<file path="config.mk">
export PLATFORM = sky130hd
export DESIGN_NAME = pvi_axis
export DESIGN_NICKNAME = d
export VERILOG_FILES = /design/src/pvi_pkg.sv /design/src/pvi_axis.sv
export SDC_FILE = /design/constraint.sdc
export NUM_CORES = 2
export LEC_CHECK = 0
export ABC_AREA = 1
export BUFFER_PORTS_ARGS = -buffer_cell sky130_fd_sc_hd__buf_2
export CORE_UTILIZATION = 66
export CTS_CLUSTER_SIZE = 16
export DETAILED_ROUTE_END_ITERATION = 6
export PLACE_DENSITY_LB_ADDON = 0.12
export SYNTH_ARGS = -nofsm -noshare
export SYNTH_HDL_FRONTEND = slang
export SYNTH_SLANG_ARGS = --single-unit
</file>
<file path="constraint.sdc">
create_clock -name clk -period 8.53 [get_ports clk]
set_clock_uncertainty 0.2 [all_clocks]
set_input_delay 1.706 -clock clk [delete_from_list [all_inputs] [get_ports clk]]
set_output_delay 1.706 -clock clk [all_outputs]
set_load 0.02 [all_outputs]
</file>
<file path="src/pvi_pkg.sv">
`timescale 1ns / 1ps
// ----------------------------------------------------------------------------
// pvi_pkg
// Shared widths, codes and types of the pixel-to-voxel insert block.
// ----------------------------------------------------------------------------
package pvi_pkg;

    localparam int DIM_X_DEF     = 256;
    localparam int DIM_Y_DEF     = 256;
    localparam int DIM_Z_DEF     = 256;
    localparam int FRAC_BITS_DEF = 16;

    localparam int NUM_COEF = 9;
    localparam int COEF_W   = 32;
    localparam int CIDX_W   = 4;
    localparam int PIX_W    = 10;
    localparam int VAL_W    = 8;
    localparam int IDX_W    = 10;
    localparam int ADDR_W   = 24;
    localparam int PROD_W   = COEF_W + PIX_W + 1;
    localparam int ACC_W    = PROD_W + 2;

    localparam logic [CIDX_W-1:0] SLOT_ORIGIN = CIDX_W'(0);
    localparam logic [CIDX_W-1:0] SLOT_COL    = CIDX_W'(3);
    localparam logic [CIDX_W-1:0] SLOT_ROW    = CIDX_W'(6);

    typedef enum logic {
        CMD_LOAD  = 1'b0,
        CMD_PIXEL = 1'b1
    } cmd_t;

    typedef struct packed {
        logic prod_en;
        logic sum_en;
    } axis_en_t;

endpackage

</file>
<file path="src/pvi_axis.sv">
`timescale 1ns / 1ps
// ----------------------------------------------------------------------------
// pvi_axis
// One axis of the pixel map: registered products, then sum, round half up,
// truncate toward zero and range check against the axis size.
// ----------------------------------------------------------------------------
module pvi_axis import pvi_pkg::*; #(
    parameter int DIM       = DIM_X_DEF,
    parameter int FRAC_BITS = FRAC_BITS_DEF
) (
    input  logic                     clk,
    input  axis_en_t                 en,
    input  logic        [PIX_W-1:0]  pixel_x,
    input  logic        [PIX_W-1:0]  pixel_y,
    input  logic signed [COEF_W-1:0] origin,
    input  logic signed [COEF_W-1:0] col_step,
    input  logic signed [COEF_W-1:0] row_step,
    output logic        [IDX_W-1:0]  idx,
    output logic                     in_vol
);

    localparam logic signed [ACC_W-1:0] HALF      = ACC_W'(1) << (FRAC_BITS - 1);
    localparam logic signed [ACC_W-1:0] NEG_LIMIT = -(ACC_W'(1) << FRAC_BITS);
    localparam logic signed [ACC_W-1:0] DIM_LIMIT = ACC_W'(DIM);

    logic signed [PROD_W-1:0] col_prod_next;
    logic signed [PROD_W-1:0] row_prod_next;
    logic signed [PROD_W-1:0] col_prod_reg;
    logic signed [PROD_W-1:0] row_prod_reg;
    logic signed [COEF_W-1:0] origin_reg;
    logic signed [ACC_W-1:0]  acc;
    logic signed [ACC_W-1:0]  shifted;
    logic                     pos_inside;
    logic [IDX_W-1:0]         idx_next;
    logic                     inside_next;
    logic [IDX_W-1:0]         idx_reg;
    logic                     inside_reg;

    assign col_prod_next = $signed({1'b0, pixel_x}) * col_step;
    assign row_prod_next = $signed({1'b0, pixel_y}) * row_step;

    always_ff @(posedge clk)
    begin
        if (en.prod_en)
        begin
            col_prod_reg <= col_prod_next;
            row_prod_reg <= row_prod_next;
            origin_reg   <= origin;
        end
    end

    always_comb
    begin
        acc         = ACC_W'(origin_reg) + ACC_W'(col_prod_reg) + ACC_W'(row_prod_reg) + HALF;
        shifted     = acc >>> FRAC_BITS;
        pos_inside  = !acc[ACC_W-1] && (shifted < DIM_LIMIT);
        idx_next    = pos_inside ? shifted[IDX_W-1:0] : '0;
        inside_next = pos_inside || (acc[ACC_W-1] && (acc > NEG_LIMIT));
    end

    always_ff @(posedge clk)
    begin
        if (en.sum_en)
        begin
            idx_reg    <= idx_next;
            inside_reg <= inside_next;
        end
    end

    assign idx    = idx_reg;
    assign in_vol = inside_reg;

endmodule

</file>
==> impl_metrics.csv <==
group,metric,value,unit
timing,post-route-min-period,7.42,ns
floorplanning,start_util,67.3,%
route,drt_iter0_markers,1838,
setup_path,r2r_cells,17,
global_route,antenna_found_initial,0,
finish,drive_above_1_share,5.52,%
clocking,cts_setup_buffers,0,
route,post-route-drc-count,0,
job,cap_violations,0,
route,firstDrtPassIters,5,
global_route,grt_max_degree,72,
floorplanning,die_area,51200,µm²
floorplanning,ios,130,
clocking,htreeDepth,4,
timing,slew_headroom,38.9,%
synth,synthDistinctLibCells,46,
floorplanning,dieWidth,226,µm
global_route,top_usage_layer,"met2",
setup_path,crit_type,"primary input to flop",
run_status,status,"completed",
route,viasPerCell,5.21,
synth,syn_inst,4361,
clocking,cts_buffers,17,
clocking,insertion_delay,0.44,ns
timing,fin_tns_setup,0,ns
setup_path,crit_path_end_kind,"flop",
route,dr_total_vias,26396,
global_route,met2_usage,52.6,%
setup_path,reg2reg_from,"origin_reg[31]",
finish,diodes,0,
clocking,cts_tree,"yes",
clocking,ctsRootBufferMaster,"clkbuf_16",
global_route,grt_usage,32.2,%
finish,nets,5373,
place,dpl.hpwl,67100,µm
timing,fmax,135,MHz
floorplanning,num_rows,81,
timing,fin_crit_sh,87.0,%
route,drt_wl_total,77900,µm
min_path,hp-start,"origin_reg[15]",
setup_path,critPathMaxFanout,21,
place,port_buffers,129,
setup_path,crit_required,8.51,ns
synth,synth_seq_cells,129,
timing,worstMarginPinSlew,0.916,ns
clocking,cts_hold_buf,0,
synth,synth_top_flop_cell,"edfxtp_1",
finish,mostFrequentLayoutCells,"1330 x inv_1, 1157 x nand2_1, 590 x fa_1",
min_path,hold_path_depth,7,
global_route,grt-ovfl-total,0,
timing,final-setup-viol-count,0,
synth,ys_warn_count,0,
finish,areaGrowthSynthToFinish,5.02,%
setup_path,critPathLaunch,"pixel_y[2]",
clocking,clkSinkCount,129,
timing,rsz0062_at_grt,"false",
synth,async_flop_share,0,%
timing,hold_viol,0,
min_path,hold_class,"flop to flop",
setup_path,arrival,7.41,ns
global_route,use_met3,4.89,%
floorplanning,die_h,226,µm
setup_path,startpoint_type,"primary input",
synth,ys_seq_area_share,11.7,%
finish,layout_commonest_cell,"inv_1",
route,final_antenna_net_count,0,
place,place_congestion,0.971,
clocking,clkTransAtPathRegs,0.06,ns
clocking,clockBufferDepth,2,
global_route,grt_pass1_wl,130000,µm
synth,avgSynthCellArea,7.61,µm²
clocking,cts_resized,0,
global_route,grt_use_met1,45.5,%
route,wl_per_cell,15.4,µm
global_route,grt_pass1_vias,26623,
synth,synth.cell_area,33200,µm²
timing,slew_violations,0,
floorplanning,core,49300,µm²
synth,synth_enable_flop_cells,129,
cell type report:
| cell class | count | area, µm² |
|---|---|---|
| fill | 4189 | 14400 |
| sequential | 129 | 3870 |
| inverter | 1339 | 5030 |
| clock inverter | 14 | 158 |
| timing repair buffer | 138 | 716 |
| clock buffer | 18 | 429 |
| multi-input combinational | 2768 | 23800 |
| tap | 664 | 831 |
cell families (layout without fill, tap and decap cells):
kind of cell | after synthesis | after routing | share of synthesized area (%)
AND/OR/NAND/NOR | 1540 | 1540 | 18.8
buffers and inverters | 1465 | 1509 | 16.6
adder cells (fa/ha/maj) | 861 | 861 | 45.8
AO/OA/AOI/OAI | 270 | 270 | 4.57
flip-flops | 129 | 129 | 11.7
XOR/XNOR | 95 | 95 | 2.51
other | 1 | 2 | 0.0113
final timing paths:
| kind | end | slack [ns] |
|---|---|---|
| worst max register to register | idx[2] | 4.22 |
| worst min-delay path | idx[0] | 1.22 |
| worst max-delay path | row_prod_reg[35] | 1.11 |
| worst min register to register | idx[0] | 1.22 |
synth_stat cells, types with 18 or more instances:
master | number | area [µm²]
a21oi_1 | 144 | 721
a31oi_1 | 18 | 113
clkbuf_1 | 125 | 469
edfxtp_1 | 129 | 3870
fa_1 | 590 | 11800
ha_1 | 271 | 3390
inv_1 | 1330 | 4990
nand2_1 | 1157 | 4340
nand2_2 | 23 | 144
nand3_1 | 88 | 440
nand4_1 | 28 | 175
nor2_1 | 177 | 664
nor2_2 | 20 | 125
o21ai_0 | 58 | 290
xnor2_1 | 34 | 298
xor2_1 | 61 | 534
worst max-delay path, stage by stage:
cell and delay [ns]:
buf_2 0.41, buf_4 0.28, nand2_1 0.09, fa_1 0.58
fa_1 0.45, fa_1 0.54, inv_1 0.06, fa_1 0.48
inv_1 0.05, fa_1 0.47, inv_1 0.04, ha_1 0.35
nand2_1 0.14, o21ai_0 0.18, a21oi_1 0.10, o21ai_0 0.60
a21oi_1 0.33, o21bai_1 0.30, a21oi_1 0.11, xnor2_1 0.13
metal layers:
layer / part of all wire (%) / wire length [µm]
met5: 0 / 0
met4: 2.0 / 1560
met3: 7.6 / 5900
met2: 46 / 36200
met1: 44 / 34200
per-stage QoR:
| step | area, µm² | hold slack [ns] | setup WS [ns] | cells | utilization (%) |
|---|---|---|---|---|---|
| after floorplan | 33200 | 0.885 | 1.88 | 4362 | - |
| after global placement | 34200 | 1.16 | 0.949 | 5038 | 69.5 |
| after detailed placement | 34200 | 1.17 | 0.865 | 5038 | 69.5 |
| after CTS | 34800 | 1.20 | 1.31 | 5070 | 70.7 |
| after global routing | 34800 | 1.23 | 0.847 | 5070 | 70.7 |
| final | 34800 | 1.22 | 1.11 | 5070 | 70.7 |
Power is not shown: default switching activity piles up to over one toggle a cycle in this logic, so the estimate is an artifact.
